--- config.mk ---
export PLATFORM = sky130hd
export DESIGN_NAME = qpm_fifo
export DESIGN_NICKNAME = d
export VERILOG_FILES = /design/src/rtl/qpm_pkg.sv /design/src/rtl/qpm_fifo.sv
export SDC_FILE = /design/constraint.sdc
export NUM_CORES = 1
export LEC_CHECK = 0
export ABC_AREA = 1
export BUFFER_PORTS_ARGS = -buffer_cell sky130_fd_sc_hd__buf_2
export CAP_MARGIN = 20
export CORE_MARGIN = 2
export CORE_UTILIZATION = 60
export CTS_CLUSTER_DIAMETER = 200
export DETAILED_ROUTE_END_ITERATION = 16
export GPL_ROUTABILITY_DRIVEN = 0
export PLACE_DENSITY = 0.84
export SETUP_SLACK_MARGIN = 0.4
export SLEW_MARGIN = 25
export SYNTH_ARGS = -nofsm -noshare
export SYNTH_HDL_FRONTEND = slang
export SYNTH_SLANG_ARGS = --single-unit
--- constraint.sdc ---
create_clock -name clock -period 3.51 [get_ports clock]
set_input_delay 0.5265 -clock clock [delete_from_list [all_inputs] [get_ports clock]]
set_output_delay 0.5265 -clock clock [all_outputs]
set_load 0.05 [all_outputs]
--- src/rtl/qpm_pkg.sv ---
// Shared types, constants and saturating arithmetic helpers for the quad point mapper.
`default_nettype none

package qpm_pkg;

   localparam int COORD_W       = 32;
   localparam int PROD_W        = 64;
   localparam int SUM_W         = 66;
   localparam int FRAC_BITS_DEF = 16;
   localparam int NUM_CSR       = 8;
   localparam int CSR_IDX_W     = 4;
   localparam int CSR_SEL_W     = 3;
   localparam int FIFO_DEPTH_DEF = 4;
   localparam int DIV_STEPS     = 31;
   localparam int REM_W         = 95;

   localparam int CSR_A_X = 0;
   localparam int CSR_A_Y = 1;
   localparam int CSR_B_X = 2;
   localparam int CSR_B_Y = 3;
   localparam int CSR_C_X = 4;
   localparam int CSR_C_Y = 5;
   localparam int CSR_D_X = 6;
   localparam int CSR_D_Y = 7;

   localparam logic [COORD_W-1:0] CSR_RESET [NUM_CSR] = '{
      32'h0000_0000, 32'h0000_0000,
      32'h0001_0000, 32'h0000_0000,
      32'h0001_0000, 32'h0001_0000,
      32'h0000_0000, 32'h0001_0000
   };

   localparam logic signed [COORD_W-1:0] T_MAX = 32'sh7FFF_FFFF;
   localparam logic signed [COORD_W-1:0] T_MIN = 32'sh8000_0000;
   localparam logic signed [SUM_W-1:0] SAT_MAX = 66'sd2147483647;
   localparam logic signed [SUM_W-1:0] SAT_MIN = -66'sd2147483648;

   typedef struct packed {
      logic signed [COORD_W-1:0] u;
      logic signed [COORD_W-1:0] v;
   } item_type;

   typedef struct packed {
      logic signed [COORD_W-1:0] a_x;
      logic signed [COORD_W-1:0] a_y;
      logic signed [COORD_W-1:0] b_x;
      logic signed [COORD_W-1:0] b_y;
      logic signed [COORD_W-1:0] d_x;
      logic signed [COORD_W-1:0] d_y;
      logic signed [COORD_W-1:0] ba_x;
      logic signed [COORD_W-1:0] ba_y;
      logic signed [COORD_W-1:0] cd_x;
      logic signed [COORD_W-1:0] cd_y;
      logic signed [COORD_W-1:0] da_x;
      logic signed [COORD_W-1:0] da_y;
      logic signed [COORD_W-1:0] cb_x;
      logic signed [COORD_W-1:0] cb_y;
   } geom_type;

   typedef struct packed {
      logic [REM_W-1:0]     rem;
      logic [PROD_W-1:0]    den;
      logic [DIV_STEPS-1:0] quo;
   } div_type;

   typedef struct packed {
      logic signed [COORD_W-1:0] ab_x;
      logic signed [COORD_W-1:0] ab_y;
      logic signed [COORD_W-1:0] d1_x;
      logic signed [COORD_W-1:0] d1_y;
      logic                      neg;
      logic                      ovf;
      logic                      zero;
   } side_type;

   function automatic logic signed [COORD_W-1:0] sat32(input logic signed [SUM_W-1:0] x);
      logic signed [COORD_W-1:0] r;
      if (x > SAT_MAX) begin
         r = T_MAX;
      end else if (x < SAT_MIN) begin
         r = T_MIN;
      end else begin
         r = x[COORD_W-1:0];
      end
      return r;
   endfunction

   function automatic logic signed [COORD_W-1:0] sub_sat(input logic signed [COORD_W-1:0] a,
                                                         input logic signed [COORD_W-1:0] b);
      logic signed [SUM_W-1:0] s;
      s = SUM_W'(a) - SUM_W'(b);
      return sat32(s);
   endfunction

   function automatic logic signed [PROD_W-1:0] mul32(input logic signed [COORD_W-1:0] a,
                                                      input logic signed [COORD_W-1:0] b);
      logic signed [PROD_W-1:0] p;
      p = a * b;
      return p;
   endfunction

endpackage

`default_nettype wire

--- src/rtl/qpm_fifo.sv ---
// Small item queue between the accepting front and the compute back end.
`default_nettype none

module qpm_fifo #(
   parameter int DEPTH = qpm_pkg::FIFO_DEPTH_DEF
) (
   input  logic               clock,
   input  logic               reset,
   input  logic               push,
   input  qpm_pkg::item_type  push_item,
   output logic               full,
   input  logic               pop,
   output qpm_pkg::item_type  pop_item,
   output logic               empty
);
   import qpm_pkg::*;

   localparam int PTR_W = (DEPTH > 1) ? $clog2(DEPTH) : 1;
   localparam int CNT_W = $clog2(DEPTH + 1);

   item_type         mem_ff [DEPTH];
   logic [PTR_W-1:0] wr_ptr_ff, wr_ptr_in;
   logic [PTR_W-1:0] rd_ptr_ff, rd_ptr_in;
   logic [CNT_W-1:0] count_ff, count_in;

   function automatic logic [PTR_W-1:0] next_ptr(input logic [PTR_W-1:0] p);
      logic [PTR_W-1:0] r;
      if (p == PTR_W'(DEPTH - 1)) begin
         r = '0;
      end else begin
         r = p + PTR_W'(1);
      end
      return r;
   endfunction

   assign full     = (count_ff == CNT_W'(DEPTH));
   assign empty    = (count_ff == '0);
   assign pop_item = mem_ff[rd_ptr_ff];

   always_comb begin
      wr_ptr_in = push ? next_ptr(wr_ptr_ff) : wr_ptr_ff;
      rd_ptr_in = pop ? next_ptr(rd_ptr_ff) : rd_ptr_ff;
      count_in  = count_ff;
      if (push && !pop) begin
         count_in = count_ff + CNT_W'(1);
      end else if (pop && !push) begin
         count_in = count_ff - CNT_W'(1);
      end
   end

   always_ff @(posedge clock) begin
      if (push) begin
         mem_ff[wr_ptr_ff] <= push_item;
      end
   end

   always_ff @(posedge clock) begin
      if (reset) begin
         wr_ptr_ff <= '0;
         rd_ptr_ff <= '0;
         count_ff  <= '0;
      end else begin
         wr_ptr_ff <= wr_ptr_in;
         rd_ptr_ff <= rd_ptr_in;
         count_ff  <= count_in;
      end
   end

endmodule

`default_nettype wire

==> results.toml, run 1 <==
[outcome]
status = "finished clean"

[setup_path]
crit_slowest_cell = "inv_4"
cp_num_cells = 5
path_delay_family = "buffers and inverters"
r2r_end = "mem_ff[1][59]$_DFFE_PP_"
crit_chain = "inv_4, buf_12, o21ai_0, o22ai_1, buf_2"
required_ns = 2.98
worstPathArrival_ns = 2.39
crit_buf_inv = 3
cp-start-kind = "register"
endpoint = "pop_item[47]"
worst-r2r-setup-slack_ns = 1.65
max_stage_delay_ns = 0.41
cp-end-kind = "output port"
crit_type = "register to output port"
crit_fanout = 56
ff2ff_path_depth = 5
r2r_start = "wr_ptr_ff[1]$_SDFFE_PP0P_"

[floorplan]
die_h_um = 133
fp.coreArea_um2 = 16400
die_w_um = 133
rows = 47
io_pins = 134
initial_core_util_pct = 60.7
die_area_um2 = 17600

[clocking]
cts_root_buffer = "clkbuf_16"
worstSkewPairLatency_ns = 0.51
numCtsBuffers = 25
ctsResizeCount = 0
clock_path_buffers = 3
post_cts_buffers = 0
htree_levels = 1
cts.sinks = 265
cts_tree = "yes"
path_clk_slew_ns = 0.06
hold_buffers = 0

[run]
cap_violations = 0

[sta]
grt_setup_unrepaired = "no"
worst_pin_slew_ns = 0.937
final.hold.worst_slack_ns = 0.226
slew_violations = 0
finClkSkew_ns = 0.00714
hold_viol = 0
min_period_ns = 2.92
slew_headroom_pct = 37.5
max_freq_ghz = 0.343
setup_viol = 0
fin_crit_sh_pct = 83.0
setup_tns_ns = 0

[global_route]
grt-ovfl-total = 0
grt_usage_pct = 21.9
grt_pass1_vias = 5958
grt_max_degree = 129
grt_pass1_wl_um = 30200
antenna_found_initial = 4

[cells_and_area]
final_common_cell = "edfxtp_1"
seqCellArea_um2 = 7870
syn_to_final_growth_pct = 15.2
fin_nets = 882
multi_input_area_um2 = 1750
final_cell_mix = "256 x edfxtp_1, 136 x nor2_1, 133 x buf_2"
fillCellCount = 1044
fin_area_um2 = 11500
utilization_pct = 69.9
drive_gt1_share_pct = 22.1

[drt]
drt-initial-drc-count = 554
drcViolationCount = 0
viasPerCell = 5.65
detail_route.wl_per_cell_um = 18.6
wl_um = 19400
vias = 5919
firstDrtPassIters = 4
antenna_left = 0

[yosys]
synth.avg_cell_area_um2 = 14.7
synth_top_area_cell = "edfxtp_1"
netlist_instances = 678
yosysSeqAreaShare_pct = 79.0
ys_seq_elements = 265
syn_area_um2 = 9960
yosys-top-cells-area = "edfxtp_1 77%, nor2_1 5.1%, o22ai_1 4.0%"
synth.distinct_cells = 22
synth_top_area_share_pct = 77.2
syn-num-nets = 753
ys_warn_count = 0

[placed_design]
post-dp-hpwl_um = 10700
placed_area_um2 = 10800
port_buffers = 133

[pwr]
leakage_nw = 4.06
power_density_nw_per_um2 = 613
max-vdd-ir-drop_mv = 0.339

[worst_hold_path]
hold_path_class = "primary input to register"
[through the flow]
step	power [mW]	worst slack (ns)	instances
after floorplan	4.46	1.26	678
after global placement	4.72	1.24	1000
after detailed placement	4.74	1.15	1000
after CTS	7.07	0.596	1043
after global routing	7.28	0.479	1044
final	7.03	0.595	1047
[power breakdown]
part           switching (mW)  internal (mW)  total [mW]
Sequential             0.0373           3.61        3.65
Combinational           0.793          0.229        1.02
Clock                    1.05           1.30        2.36
[cells in the mapped netlist]
library cell	count
xor2_1	1
buf_4	3
o21ai_0	75
nor3_1	4
clkbuf_1	14
a21oi_1	3
edfxtp_1	256
nand2_1	8
ha_1	6
dfxtp_1	9
nand3_1	1
clkbuf_2	3
inv_1	14
clkinv_1	1
o22ai_1	64
fa_1	1
buf_2	7
inv_4	1
nand4_1	1
o21ai_1	56
buf_6	14
nor2_1	136
[cell type report]
cell class	instances	area share [%]
diodes	4	0.0872
clock buffers	31	5.65
clock inverters	12	0.491
inverters	16	0.545
multi-input cells	356	15.2
flip-flops and latches	265	68.6
well taps	220	2.40
repair buffers	143	7.00
[worst min-delay path by stage]
stage / start / end / depth (start not counted)
after floorplan: wr_ptr_ff[1]$_SDFFE_PP0P_ / wr_ptr_ff[1]$_SDFFE_PP0P_ / 2
after global placement: wr_ptr_ff[1]$_SDFFE_PP0P_ / wr_ptr_ff[1]$_SDFFE_PP0P_ / 2
after detailed placement: rd_ptr_ff[1]$_SDFFE_PP0P_ / register / 2
after CTS: push_item[46] / mem_ff[2][46]$_DFFE_PP_ / 1
after global routing: push_item[5] / mem_ff[0][5]$_DFFE_PP_ / 1
final: reset / wr_ptr_ff[0]$_SDFFE_PP0P_ / 2
[worst register-to-register path, stage by stage (launching register included)]
cell and delay, ns:
dfxtp_1 0.33, inv_1 0.10, ha_1 0.14, nand2_1 0.06, inv_2 0.59, buf_12 0.32
[cells by family after synthesis]
family | synth area share, %
flip-flops | 79.0
AO/OA/AOI/OAI | 10.8
AND/OR/NAND/NOR | 5.74
buffers and inverters | 3.47
adder cells (fa/ha/maj) | 0.955
XOR/XNOR | 0.0880
[flip-flops by register name, indices dropped and copies added, names as in the netlist, named ones only]
signal     flops
mem_ff       256
wr_ptr_ff      2
count_ff       3
rd_ptr_ff      2
[per-layer routing]
metal / vias to the layer above / routed length [um] / GRT usage [%]
met5: - / 8 / 0
met1: 2902 / 8150 / 29.4
met2: 182 / 9460 / 36.3
met3: 30 / 1400 / 5.10
met4: 2 / 393 / 6.87
li1: 2803 / - / -
Power figures use the tool's default switching activity.
==> run 2: changes to the inputs <==
Settings changed: CORE_UTILIZATION 60 to 51, PLACE_DENSITY 0.84 to 0.76.
Clock period 3.51 ns to 2.42 ns, I/O delays scaled along.
==> run 2 against run 1 <==
  * Sequential cell count unchanged
  * Hold slack got worse by 0.16 ns
  * Cell count increased by 9.6%
  * Total power increased by 67%
  * Clock-buffer cell count increased by 4
  * Non-clock buffer count increased by 55
  * Clock skew increased by 0.0084 ns
  * Setup slack got worse by 0.42 ns
  * Critical path type unchanged
==> results.toml, run 2 (synthesized netlist as in run 1, its figures left out) <==
[clocking]
cts_root_buffer = "clkbuf_16"
path_clk_slew_ns = 0.06
cts_tree = "yes"
htree_levels = 1
numCtsBuffers = 27
worstSkewPairLatency_ns = 0.53
clock_path_buffers = 3
cts.sinks = 265

[floorplan]
die_w_um = 144
die_area_um2 = 20700
rows = 51
initial_core_util_pct = 51.5
die_h_um = 144
io_pins = 134
fp.coreArea_um2 = 19300

[placed_design]
port_buffers = 133
post-dp-hpwl_um = 11200
placed_cells = 1053

[sta]
setup_tns_ns = 0
fin_crit_sh_pct = 92.6
worst_pin_slew_ns = 0.566
grt_setup_unrepaired = "yes"
setup_viol = 0
slew_headroom_pct = 62.3
final.hold.worst_slack_ns = 0.0617
hold_viol = 0
finClkSkew_ns = 0.0156
max_freq_ghz = 0.446
min_period_ns = 2.24
slew_violations = 0

[cells_and_area]
fin_nets = 939
drive_gt1_share_pct = 33.6
largest_registers = "mem_ff (256), count_ff (3)"
final_cell_mix = "256 x edfxtp_1, 118 x nor2_1, 69 x buf_2"
final_common_cell = "edfxtp_1"
final_cells = 1148
regMostFlops = "mem_ff"
syn_to_final_growth_pct = 35.3
fillCellCount = 1245
largest_reg_flops = 256

[setup_path]
crit_chain = "inv_8, buf_12, buf_16, o21ai_1, o22ai_1, buf_4"
crit_slowest_cell = "dfxtp_4"
crit_buf_inv = 4
required_ns = 2.06
worstPathArrival_ns = 1.88
path_delay_family = "buffers and inverters"
max_stage_delay_ns = 0.43
cp-start-kind = "register"
crit_type = "register to output port"
crit_fanout = 17
cp-end-kind = "output port"

[global_route]
grt_pass1_wl_um = 36500
antenna_found_initial = 1
grt_usage_pct = 23.8
grt_pass1_vias = 6544
grt_max_degree = 38
grt-ovfl-total = 0

[pwr]
finalPower_mw = 11.8
power_density_nw_per_um2 = 873
max-vdd-ir-drop_mv = 0.727
leakage_nw = 4.88

[run]
cap_violations = 0

[drt]
firstDrtPassIters = 5
vias = 6564
antenna_left = 0
detail_route.wl_per_cell_um = 23.0
viasPerCell = 5.72
wl_um = 26400
drt-initial-drc-count = 439
drcViolationCount = 0

[worst_hold_path]
hold_path_class = "primary input to register"

[outcome]
status = "finished clean"
[run 2: final timing paths]
kind                                           startpoint                         to  slack [ns]  cells past startpoint
worst max-delay path                             register               pop_item[46]        0.18                      6
worst max register to register  wr_ptr_ff[0]$_SDFFE_PP0P_    mem_ff[3][57]$_DFFE_PP_        0.72                      4
worst min-delay path                         push_item[3]     mem_ff[1][3]$_DFFE_PP_        0.06                      1
worst min register to register  wr_ptr_ff[1]$_SDFFE_PP0P_  wr_ptr_ff[1]$_SDFFE_PP0P_        0.54                      2
[run 2: area by class of cell]
type                            count  area, um2  area share [%]
Antenna cell                        1       2.50          0.0186
Clock inverter                     12        206            1.53
Inverter                           16        109           0.808
Sequential cell                   265       7880            58.5
Multi-Input combinational cell    356       2010            14.9
Timing Repair Buffer              198       2230            16.5
Tap cell                          265        332            2.46
Clock buffer                       35        706            5.24
[run 2: metal layers]
layer  GRT usage, %  up-vias  wire (um)
li1               -     2937          -
met1           30.2     3270      10200
met2           41.7      300      13500
met3           4.43       57       1990
met4           7.74        0        723
met5              0        -          0
[run 2: power breakdown]
part           switching [mW]  internal (mW)  total, mW
clock network            1.63           2.68       4.31
logic                    1.36          0.777       2.14
registers              0.0695           5.24       5.31
[run 2: timing repair]
item / 4_1_cts / 5_1_grt
hold endpoints to repair: 0 / 0
setup buffers: 14 / 3
resized for setup: 148 / 74
pin swaps: 21 / 47
hold buffers: 0 / 0
cloned: 21 / 9
endpoints found under the setup margin: 64 / 64
[run 2: per-stage QoR]
stage	utilization [%]	setup WS [ns]	cell area [um2]
6_report	69.7	0.179	13500
5_1_grt	69.7	0.167	13500
4_1_cts	67.0	0.254	13000
3_5_place_dp	56.5	0.443	10900
3_3_place_gp	56.5	0.523	10900
2_1_floorplan	-	0.434	9980
