===== config.mk =====
export PLATFORM = sky130hd
export DESIGN_NAME = qpm_front
export DESIGN_NICKNAME = d
export VERILOG_FILES = /design/src/rtl/qpm_pkg.sv /design/src/rtl/qpm_front.sv
export SDC_FILE = /design/constraint.sdc
export NUM_CORES = 1
export LEC_CHECK = 0
export ABC_AREA = 1
export BUFFER_PORTS_ARGS = -buffer_cell sky130_fd_sc_hd__buf_2
export CORE_MARGIN = 5
export CORE_UTILIZATION = 40
export CTS_CLUSTER_DIAMETER = 150
export CTS_CLUSTER_SIZE = 20
export DETAILED_ROUTE_END_ITERATION = 10
export GPL_TIMING_DRIVEN = 0
export PLACE_DENSITY = 0.57
export SLEW_MARGIN = 0
export SYNTH_ARGS = -nofsm -noshare
export SYNTH_HDL_FRONTEND = slang
export SYNTH_SLANG_ARGS = --single-unit
export TNS_END_PERCENT = 5

===== constraint.sdc =====
create_clock -name clock -period 3.6 [get_ports clock]
set_clock_uncertainty 0.2 [all_clocks]
set_input_delay 0.72 -clock clock [delete_from_list [all_inputs] [get_ports clock]]
set_output_delay 0.72 -clock clock [all_outputs]
set_load 0.005 [all_outputs]

===== src/rtl/qpm_pkg.sv =====
// Shared types, constants and saturating arithmetic helpers for the quad point mapper.
`default_nettype none

package qpm_pkg;

   localparam int COORD_W       = 32;
   localparam int PROD_W        = 64;
   localparam int SUM_W         = 66;
   localparam int FRAC_BITS_DEF = 16;
   localparam int NUM_CSR       = 8;
   localparam int CSR_IDX_W     = 4;
   localparam int CSR_SEL_W     = 3;
   localparam int FIFO_DEPTH_DEF = 4;
   localparam int DIV_STEPS     = 31;
   localparam int REM_W         = 95;

   localparam int CSR_A_X = 0;
   localparam int CSR_A_Y = 1;
   localparam int CSR_B_X = 2;
   localparam int CSR_B_Y = 3;
   localparam int CSR_C_X = 4;
   localparam int CSR_C_Y = 5;
   localparam int CSR_D_X = 6;
   localparam int CSR_D_Y = 7;

   localparam logic [COORD_W-1:0] CSR_RESET [NUM_CSR] = '{
      32'h0000_0000, 32'h0000_0000,
      32'h0001_0000, 32'h0000_0000,
      32'h0001_0000, 32'h0001_0000,
      32'h0000_0000, 32'h0001_0000
   };

   localparam logic signed [COORD_W-1:0] T_MAX = 32'sh7FFF_FFFF;
   localparam logic signed [COORD_W-1:0] T_MIN = 32'sh8000_0000;
   localparam logic signed [SUM_W-1:0] SAT_MAX = 66'sd2147483647;
   localparam logic signed [SUM_W-1:0] SAT_MIN = -66'sd2147483648;

   typedef struct packed {
      logic signed [COORD_W-1:0] u;
      logic signed [COORD_W-1:0] v;
   } item_type;

   typedef struct packed {
      logic signed [COORD_W-1:0] a_x;
      logic signed [COORD_W-1:0] a_y;
      logic signed [COORD_W-1:0] b_x;
      logic signed [COORD_W-1:0] b_y;
      logic signed [COORD_W-1:0] d_x;
      logic signed [COORD_W-1:0] d_y;
      logic signed [COORD_W-1:0] ba_x;
      logic signed [COORD_W-1:0] ba_y;
      logic signed [COORD_W-1:0] cd_x;
      logic signed [COORD_W-1:0] cd_y;
      logic signed [COORD_W-1:0] da_x;
      logic signed [COORD_W-1:0] da_y;
      logic signed [COORD_W-1:0] cb_x;
      logic signed [COORD_W-1:0] cb_y;
   } geom_type;

   typedef struct packed {
      logic [REM_W-1:0]     rem;
      logic [PROD_W-1:0]    den;
      logic [DIV_STEPS-1:0] quo;
   } div_type;

   typedef struct packed {
      logic signed [COORD_W-1:0] ab_x;
      logic signed [COORD_W-1:0] ab_y;
      logic signed [COORD_W-1:0] d1_x;
      logic signed [COORD_W-1:0] d1_y;
      logic                      neg;
      logic                      ovf;
      logic                      zero;
   } side_type;

   function automatic logic signed [COORD_W-1:0] sat32(input logic signed [SUM_W-1:0] x);
      logic signed [COORD_W-1:0] r;
      if (x > SAT_MAX) begin
         r = T_MAX;
      end else if (x < SAT_MIN) begin
         r = T_MIN;
      end else begin
         r = x[COORD_W-1:0];
      end
      return r;
   endfunction

   function automatic logic signed [COORD_W-1:0] sub_sat(input logic signed [COORD_W-1:0] a,
                                                         input logic signed [COORD_W-1:0] b);
      logic signed [SUM_W-1:0] s;
      s = SUM_W'(a) - SUM_W'(b);
      return sat32(s);
   endfunction

   function automatic logic signed [PROD_W-1:0] mul32(input logic signed [COORD_W-1:0] a,
                                                      input logic signed [COORD_W-1:0] b);
      logic signed [PROD_W-1:0] p;
      p = a * b;
      return p;
   endfunction

endpackage

`default_nettype wire


===== src/rtl/qpm_front.sv =====
// Front end: corner registers, precomputed corner differences and item acceptance.
`default_nettype none

module qpm_front (
   input  logic                                 clock,
   input  logic                                 reset,
   input  logic                                 req_valid,
   output logic                                 req_stall,
   input  logic signed [qpm_pkg::COORD_W-1:0]   req_point_u,
   input  logic signed [qpm_pkg::COORD_W-1:0]   req_point_v,
   input  logic                                 csr_valid,
   output logic                                 csr_ready,
   input  logic [qpm_pkg::CSR_IDX_W-1:0]        csr_index,
   input  logic [qpm_pkg::COORD_W-1:0]          csr_wdata,
   input  logic                                 fifo_full,
   output logic                                 fifo_push,
   output qpm_pkg::item_type                    fifo_item,
   output qpm_pkg::geom_type                    geom
);
   import qpm_pkg::*;

   logic [COORD_W-1:0]        corner_ff [NUM_CSR];
   logic [COORD_W-1:0]        corner_in [NUM_CSR];
   logic signed [COORD_W-1:0] ba_x_ff, ba_y_ff, cd_x_ff, cd_y_ff;
   logic signed [COORD_W-1:0] da_x_ff, da_y_ff, cb_x_ff, cb_y_ff;
   logic signed [COORD_W-1:0] ba_x_in, ba_y_in, cd_x_in, cd_y_in;
   logic signed [COORD_W-1:0] da_x_in, da_y_in, cb_x_in, cb_y_in;
   logic                      csr_hit;

   assign csr_ready = 1'b1;
   assign req_stall = fifo_full;
   assign fifo_push = req_valid && !fifo_full;
   assign fifo_item = '{u: req_point_u, v: req_point_v};
   assign csr_hit   = csr_valid && (csr_index < CSR_IDX_W'(NUM_CSR));

   always_comb begin
      corner_in = corner_ff;
      if (csr_hit) begin
         corner_in[csr_index[CSR_SEL_W-1:0]] = csr_wdata;
      end
   end

   // The differences only change after a register write, so they are kept ready.
   always_comb begin
      ba_x_in = sub_sat(corner_ff[CSR_B_X], corner_ff[CSR_A_X]);
      ba_y_in = sub_sat(corner_ff[CSR_B_Y], corner_ff[CSR_A_Y]);
      cd_x_in = sub_sat(corner_ff[CSR_C_X], corner_ff[CSR_D_X]);
      cd_y_in = sub_sat(corner_ff[CSR_C_Y], corner_ff[CSR_D_Y]);
      da_x_in = sub_sat(corner_ff[CSR_D_X], corner_ff[CSR_A_X]);
      da_y_in = sub_sat(corner_ff[CSR_D_Y], corner_ff[CSR_A_Y]);
      cb_x_in = sub_sat(corner_ff[CSR_C_X], corner_ff[CSR_B_X]);
      cb_y_in = sub_sat(corner_ff[CSR_C_Y], corner_ff[CSR_B_Y]);
   end

   always_ff @(posedge clock) begin
      if (reset) begin
         corner_ff <= CSR_RESET;
      end else begin
         corner_ff <= corner_in;
      end
   end

   always_ff @(posedge clock) begin
      ba_x_ff <= ba_x_in;
      ba_y_ff <= ba_y_in;
      cd_x_ff <= cd_x_in;
      cd_y_ff <= cd_y_in;
      da_x_ff <= da_x_in;
      da_y_ff <= da_y_in;
      cb_x_ff <= cb_x_in;
      cb_y_ff <= cb_y_in;
   end

   always_comb begin
      geom.a_x  = corner_ff[CSR_A_X];
      geom.a_y  = corner_ff[CSR_A_Y];
      geom.b_x  = corner_ff[CSR_B_X];
      geom.b_y  = corner_ff[CSR_B_Y];
      geom.d_x  = corner_ff[CSR_D_X];
      geom.d_y  = corner_ff[CSR_D_Y];
      geom.ba_x = ba_x_ff;
      geom.ba_y = ba_y_ff;
      geom.cd_x = cd_x_ff;
      geom.cd_y = cd_y_ff;
      geom.da_x = da_x_ff;
      geom.da_y = da_y_ff;
      geom.cb_x = cb_x_ff;
      geom.cb_y = cb_y_ff;
   end

endmodule

`default_nettype wire


==> results of run 1 <==
## power groups by stage
stage          sequential (W)  clock [W]  combinational (W)
2_1_floorplan         0.00794          0            0.00490
3_3_place_gp          0.00780          0            0.00856
3_5_place_dp          0.00780          0            0.00855
4_1_cts               0.00769    0.00356            0.00860
5_1_grt               0.00782    0.00374            0.00963
6_report              0.00768    0.00347            0.00857
## registers in the layout (all words and copies together), names as in the netlist
register,count
cb_x_ff,32
cd_y_ff,32
ba_x_ff,32
da_x_ff,32
cd_x_ff,32
corner_ff,64
geom,192
ba_y_ff,32
cb_y_ff,32
da_y_ff,32
## tightest hold or removal path: stages
cell    delay [ps]
buf_2          190
nor2_1         130
nor2_1          50
## timing repair
item | in CTS | in global routing
setup buffers | 0 | 1
setup endpoints to repair | 13 | 125
gates resized for setup | 2 | 29
pin swaps | 0 | 1
## per-layer routing
layer | wire length, microns | global-route usage (%) | vias up
met5 | 41 | 0 | -
met4 | 5320 | 8.99 | 6
met3 | 12500 | 4.17 | 201
met2 | 63300 | 46.6 | 1422
met1 | 68900 | 43.7 | 16837
li1 | - | - | 18254
## synthesized netlist by cell type (15+ instances only)
master and number:
buf_2 19, nand3b_1 26, clkbuf_1 86, a21oi_1 478, o21ai_0 380, buf_4 264
xor2_1 108, nor2_1 452, xnor2_1 41, inv_1 709, ha_1 256, nand4_1 38
buf_6 15, nand2_1 1584, nand3_1 223, nand2_2 56, nor3_1 38, dfxtp_1 512
a21o_1 21
## logic make-up (layout without fill, tap and decap cells)
logic type,Yosys count,in the layout,share of synthesized area [%]
simple gates,2472,2472,28.6
flops,512,512,28.9
fa+ha+maj,264,264,9.49
other cells,1,4,0.0106
buf+inv,1109,1695,14.9
compound gates,949,949,14.1
xor+xnor,154,154,3.91
## cell usage in the layout (no fill, tap or decap), types with 7 or more instances in the layout
cell,synthesis,final
buf_2,19,573
a21o_1,21,21
o21ai_0,380,380
a21oi_2,8,8
nand2_1,1584,1579
nor3_1,38,37
nor2_1,452,452
xnor2_1,41,41
nand2_2,56,61
ha_1,256,251
a211oi_1,10,10
and2_1,8,8
buf_4,264,265
inv_2,8,9
inv_1,709,707
xor2_1,108,108
clkbuf_1,86,84
nand3b_1,26,26
nand4_1,38,38
dfxtp_2,0,10
buf_6,15,15
fa_1,8,7
o21ai_2,10,10
nand3_2,8,8
clkbuf_16,0,29
a21oi_1,478,478
dfxtp_1,512,500
clkinv_1,8,8
nor4_1,12,12
o21a_1,12,12
nor2_2,12,12
nand3_1,223,223
## cell type report
cell class	instances	area share, %
flip-flops and latches	512	25.4
repair buffers	555	6.87
clock inverters	2	0.0433
plain buffers	384	6.35
diodes	3	0.0185
multi-input cells	3840	49.2
clock buffers	29	1.79
inverters	725	6.73
well taps	1165	3.60
## path summary, 6_finish.rpt
kind / startpoint / endpoint / slack, ps
min: csr_wdata[31] / corner_ff[95]$_SDFFE_PP0P_ / 280
min reg2reg: corner_ff[80]$_SDFFE_PP1P_ / corner_ff[80]$_SDFFE_PP1P_ / 320
max: geom[352]$_SDFFE_PP0P_ / ba_x_ff[9]$_SDFF_PN1_ / 170
max reg2reg: geom[352]$_SDFFE_PP0P_ / ba_x_ff[9]$_SDFF_PN1_ / 170
## metrics by stage
stage	utilization [%]	std cells
after detailed placement	45.0	7180
after global placement	45.0	7180
after CTS	45.8	7211
final	45.9	7215
after floorplan	-	5461
after global routing	45.9	7212
==> metrics, run 1 <==
Worst-Skew Late Latency=670 ps; Power Total=0.0197 W; dpl hpwl=128 mm; die height=308 microns; Min Hold Slack=277 ps; hold path depth=3; Synth area leader=dfxtp_1; DR vias/cell=5.09; predominant post-synthesis flop cell=dfxtp_1; P_int=0.0118 W; Slew Limit Fails=0; Setup crit end kind=flop; Setup Total Neg Slack=0 ps; synth warn=0; CTS Buffer Depth=3; largest net degree at the start of global routing=21; Net Count, Synth=5830; hold_buf cts=0; Final min period=3430 ps; PwrDens=487 mW/mm^2; sequential share of power=38.9%; Root Driver=clkbuf_16; CTS tree=yes; drt total wl=150 mm; crit path DAT=3750 ps; Max Cap Viol=0; Sw Share=39.9%; Leak=22.6 nW; Max-Slew Margin vs Limit=49.9%; cells after synthesis=5461; CP top delay family=simple AND/OR/NAND/NOR gates; Initial Util=40.2%; GRT overflow=0; CP Cell Sequence=inv_1 -> ha_1 -> fa_1 -> inv_1 -> nand3_1 -> nand2_1 -> a21oi_2 -> o21ai_2 -> nand3_1 -> nand2_2 -> nand3b_1 -> nand2_1 -> xor2_2 -> or2_1 -> buf_2 -> buf_6 -> nand2_1; fmax=291 MHz; EDFF count, synth=0; Largest stage delay, worst path=450 ps; status=finished, final reports clean; top cell type's share of synthesized area=28.9%; via count=36720; Req. time, crit path=3920 ps; row count=109; drt pass-1 iters=6; CTS H-tree lvls=1; Mapped Area=0.0355 sq mm; final antenna-violating net count=0; Core Area=0.0882 sq mm; Setup CP Type=reg2reg; top post-synthesis cells by area=dfxtp_1 (29%), nand2_1 (17%), ha_1 (9.0%), inv_1 (7.5%), a21oi_1 (6.7%); total track usage=30.1%; # DRC=0; HP Class=in2reg; first-pass GRT wire length=216 mm; CP Max Fanout=10; count of final hold-check violations=0; P_sw=0.00788 W; crit path buf inv count=4; vias in the first global route=34045; IO Pins=620; IO Port Bufs=554; Worst path depth=17; Final nets=6416; Final setup violation count=0; # clock sinks=512; Placement Cell Area=0.0397 sq mm; Comb power frac=43.5%; die area=0.0947 sq mm; most used cell, CP=nand2_1; setup ws final=169 ps; initial antenna violation count=6; worst vdd ir=0.572 mV; area of the multi-input gates=0.0199 sq mm; Post-Layout Inst Area=0.0405 sq mm; fraction of final layout cells sized beyond drive strength 1=17.0%; gpl congestion=0.987; pre-CTS setup slack=-93.8 ps; clock share of power=17.6%; Storage cell area=0.0103 sq mm; post-synthesis sequential area ratio=28.9%; Slew @ Worst Pin=752 ps; syn avg cell area=6.49 sq um; Fill cells=9575; share of flip-flops with an asynchronous set or reset=0%; Die X=308 microns; period utilization=95.3%; register bit count reported by yosys=512; Layout area overhead=14.2%; Reg clk slew, reported paths=90 ps; Avg WL per Cell=20.8 microns; CP max-delay cell=dfxtp_2; DR iter-0 viols=3157; Yosys cell types=48; CP startpoint kind=flop; R2R cell count=17; Num CTS Buffers=29
Note: power is estimated with default switching activity, not from simulation.
==> inputs of run 2 (changes only) <==
CAP_MARGIN = 20   (was not set)
CORE_ASPECT_RATIO = 1.5   (was not set)
REMOVE_ABC_BUFFERS = 1   (was not set)
==> run 2 against run 1 <==
- the flow now finishes with violations (setup timing)
- final area fell by 6.1%
- register-to-register slack got worse by 200 ps
- critical path depth fell by 5
- wire length rose by 4.6%
- global-route usage rose by 1.4 points
==> metrics, run 2 (synthesis results as in run 1) <==
worst vdd ir=0.537 mV; Power Total=0.0198 W; commonest non-fill, non-tap cell in the layout=nand2_1; # DRC=0; Max Cap Viol=0; via count=34982; IO Pins=620; Placement Cell Area=0.0371 sq mm; CP startpoint kind=flop; PwrDens=521 mW/mm^2; Hold Path End=corner_ff[69]$_SDFFE_PP0P_; DR vias/cell=5.17; Req. time, crit path=3950 ps; initial antenna violation count=10; CP Max Fanout=23; Final min period=3630 ps; total track usage=31.5%; final core utilization=43.3%; dpl hpwl=131 mm; fmax=276 MHz; failing checks=setup timing; Root Driver=clkbuf_16; Slew Limit Fails=0; drt total wl=157 mm; Layout area overhead=7.27%; fraction of final layout cells sized beyond drive strength 1=12.6%; crit path DAT=3980 ps; count of final hold-check violations=0; Num CTS Buffers=29; status=finished, violations left; Final nets=5984; CTS H-tree lvls=1; Worst-Skew Late Latency=660 ps; largest net degree at the start of global routing=166; DR iter-0 viols=2374; die height=375 microns; final antenna-violating net count=0; die area=0.0948 sq mm; flop2flop setup slack=-30 ps; gpl congestion=0.992; row count=133; Core Area=0.0879 sq mm; Largest register FFs=192; RR Endpoint=cb_y_ff[6]$_SDFF_PN1_; # clock sinks=512; Post-Layout Inst Area=0.0380 sq mm; hold path depth=3; period utilization=101%; Final setup violation count=1; Leak=20.9 nW; CTS tree=yes; Reg clk slew, reported paths=90 ps; setup ws final=-29.5 ps; CTS Buffer Depth=3; Max-Slew Margin vs Limit=35.7%; RSZ-0062 raised after global routing=true; hold_buf cts=0; Min Hold Slack=275 ps; GRT overflow=0; IO Port Bufs=490; Initial Util=40.3%; first-pass GRT wire length=222 mm; vias in the first global route=34817; drt pass-1 iters=6; hold_sp=csr_wdata[5]; Setup crit end kind=flop; Die X=253 microns; R2R cell count=12; Slew @ Worst Pin=957 ps; HP Class=in2reg; most frequent cells in the layout=nand2_1 (1567), inv_1 (705), dfxtp_1 (502); Avg WL per Cell=23.2 microns; reg2reg start=geom[333]$_SDFFE_PP0P_; Setup CP Type=reg2reg
==> run 2: cell types whose count changed in the layout (fill, tap and decap cells not counted), sizes merged <==
cell,delta
buf,-348
clkbuf,-86
clkinvlp,+1
diode,-2
inv,-2
nand2,+2
==> run 2: worst max path at each step <==
stage / startpoint / end / slack [ps] / depth (start not counted)
after CTS: geom[333]$_SDFFE_PP0P_ / cb_y_ff[6]$_SDFF_PN1_ / -9 / 12
after detailed placement: geom[353]$_SDFFE_PP0P_ / cb_x_ff[0]$_SDFF_PN1_ / -420 / 16
final: geom[333]$_SDFFE_PP0P_ / cb_y_ff[6]$_SDFF_PN1_ / -30 / 12
after global routing: geom[333]$_SDFFE_PP0P_ / cb_y_ff[6]$_SDFF_PN1_ / -150 / 12
after floorplan: reset / geom[288]$_SDFFE_PP0P_ / -420 / 3
after global placement: reset / corner_ff[97]$_SDFFE_PP0P_ / -4800 / 4
==> run 2: what timing repair did <==
item,in CTS,in global routing
gates resized for setup,24,36
pin swaps,0,4
setup endpoints to repair,151,210
buffers inserted,3,0
cloned,1,1
==> run 2: where the power goes <==
part           internal (W)  switching, W  leakage, nW  total, W
sequential          0.00719      0.000462         4.23   0.00766
clock               0.00143       0.00207        0.362   0.00350
combinational       0.00304       0.00560         16.3   0.00864
total                0.0117       0.00813         20.9    0.0198
==> run 2: worst max-delay path, stage by stage, from the launching register on <==
cell and delay [ps]:
dfxtp_1 470, inv_1 130, ha_1 430, nand2_1 180
o21ai_0 510, a21oi_1 80, nand2_1 210, nand3_1 100
nand2_1 130, xor2_1 250, nand2_2 310, buf_16 270
nand2_1 230
==> run 2: per-stage QoR <==
step | setup WS, ps | instances | setup TNS, ps
after floorplan | -419 | 5077 | -103010
after global placement | -4800 | 6714 | -884020
after detailed placement | -422 | 6725 | -45400
after CTS | -9.28 | 6759 | -10.1
after global routing | -152 | 6761 | -1220
final | -29.5 | 6762 | -29.5
==> run 2: layer usage <==
metal	track usage [%]	vias up	part of all wire [%]
li1	-	17383	-
met1	33.3	16019	36
met2	55.3	1226	48
met3	7.88	348	7.7
met4	19.9	6	8.1
met5	1.82	-	0.15
==> run 2: layout make-up <==
cell class                      instances  area, sq um
Timing Repair Buffer                  505         2780
Inverter                              725         2740
Fill cell                            9813        49800
Clock buffer                           29          726
Antenna cell                            1         2.50
Tap cell                             1147         1440
Multi-Input combinational cell       3842        20100
Sequential cell                       512        10300
Clock inverter                          1         8.76
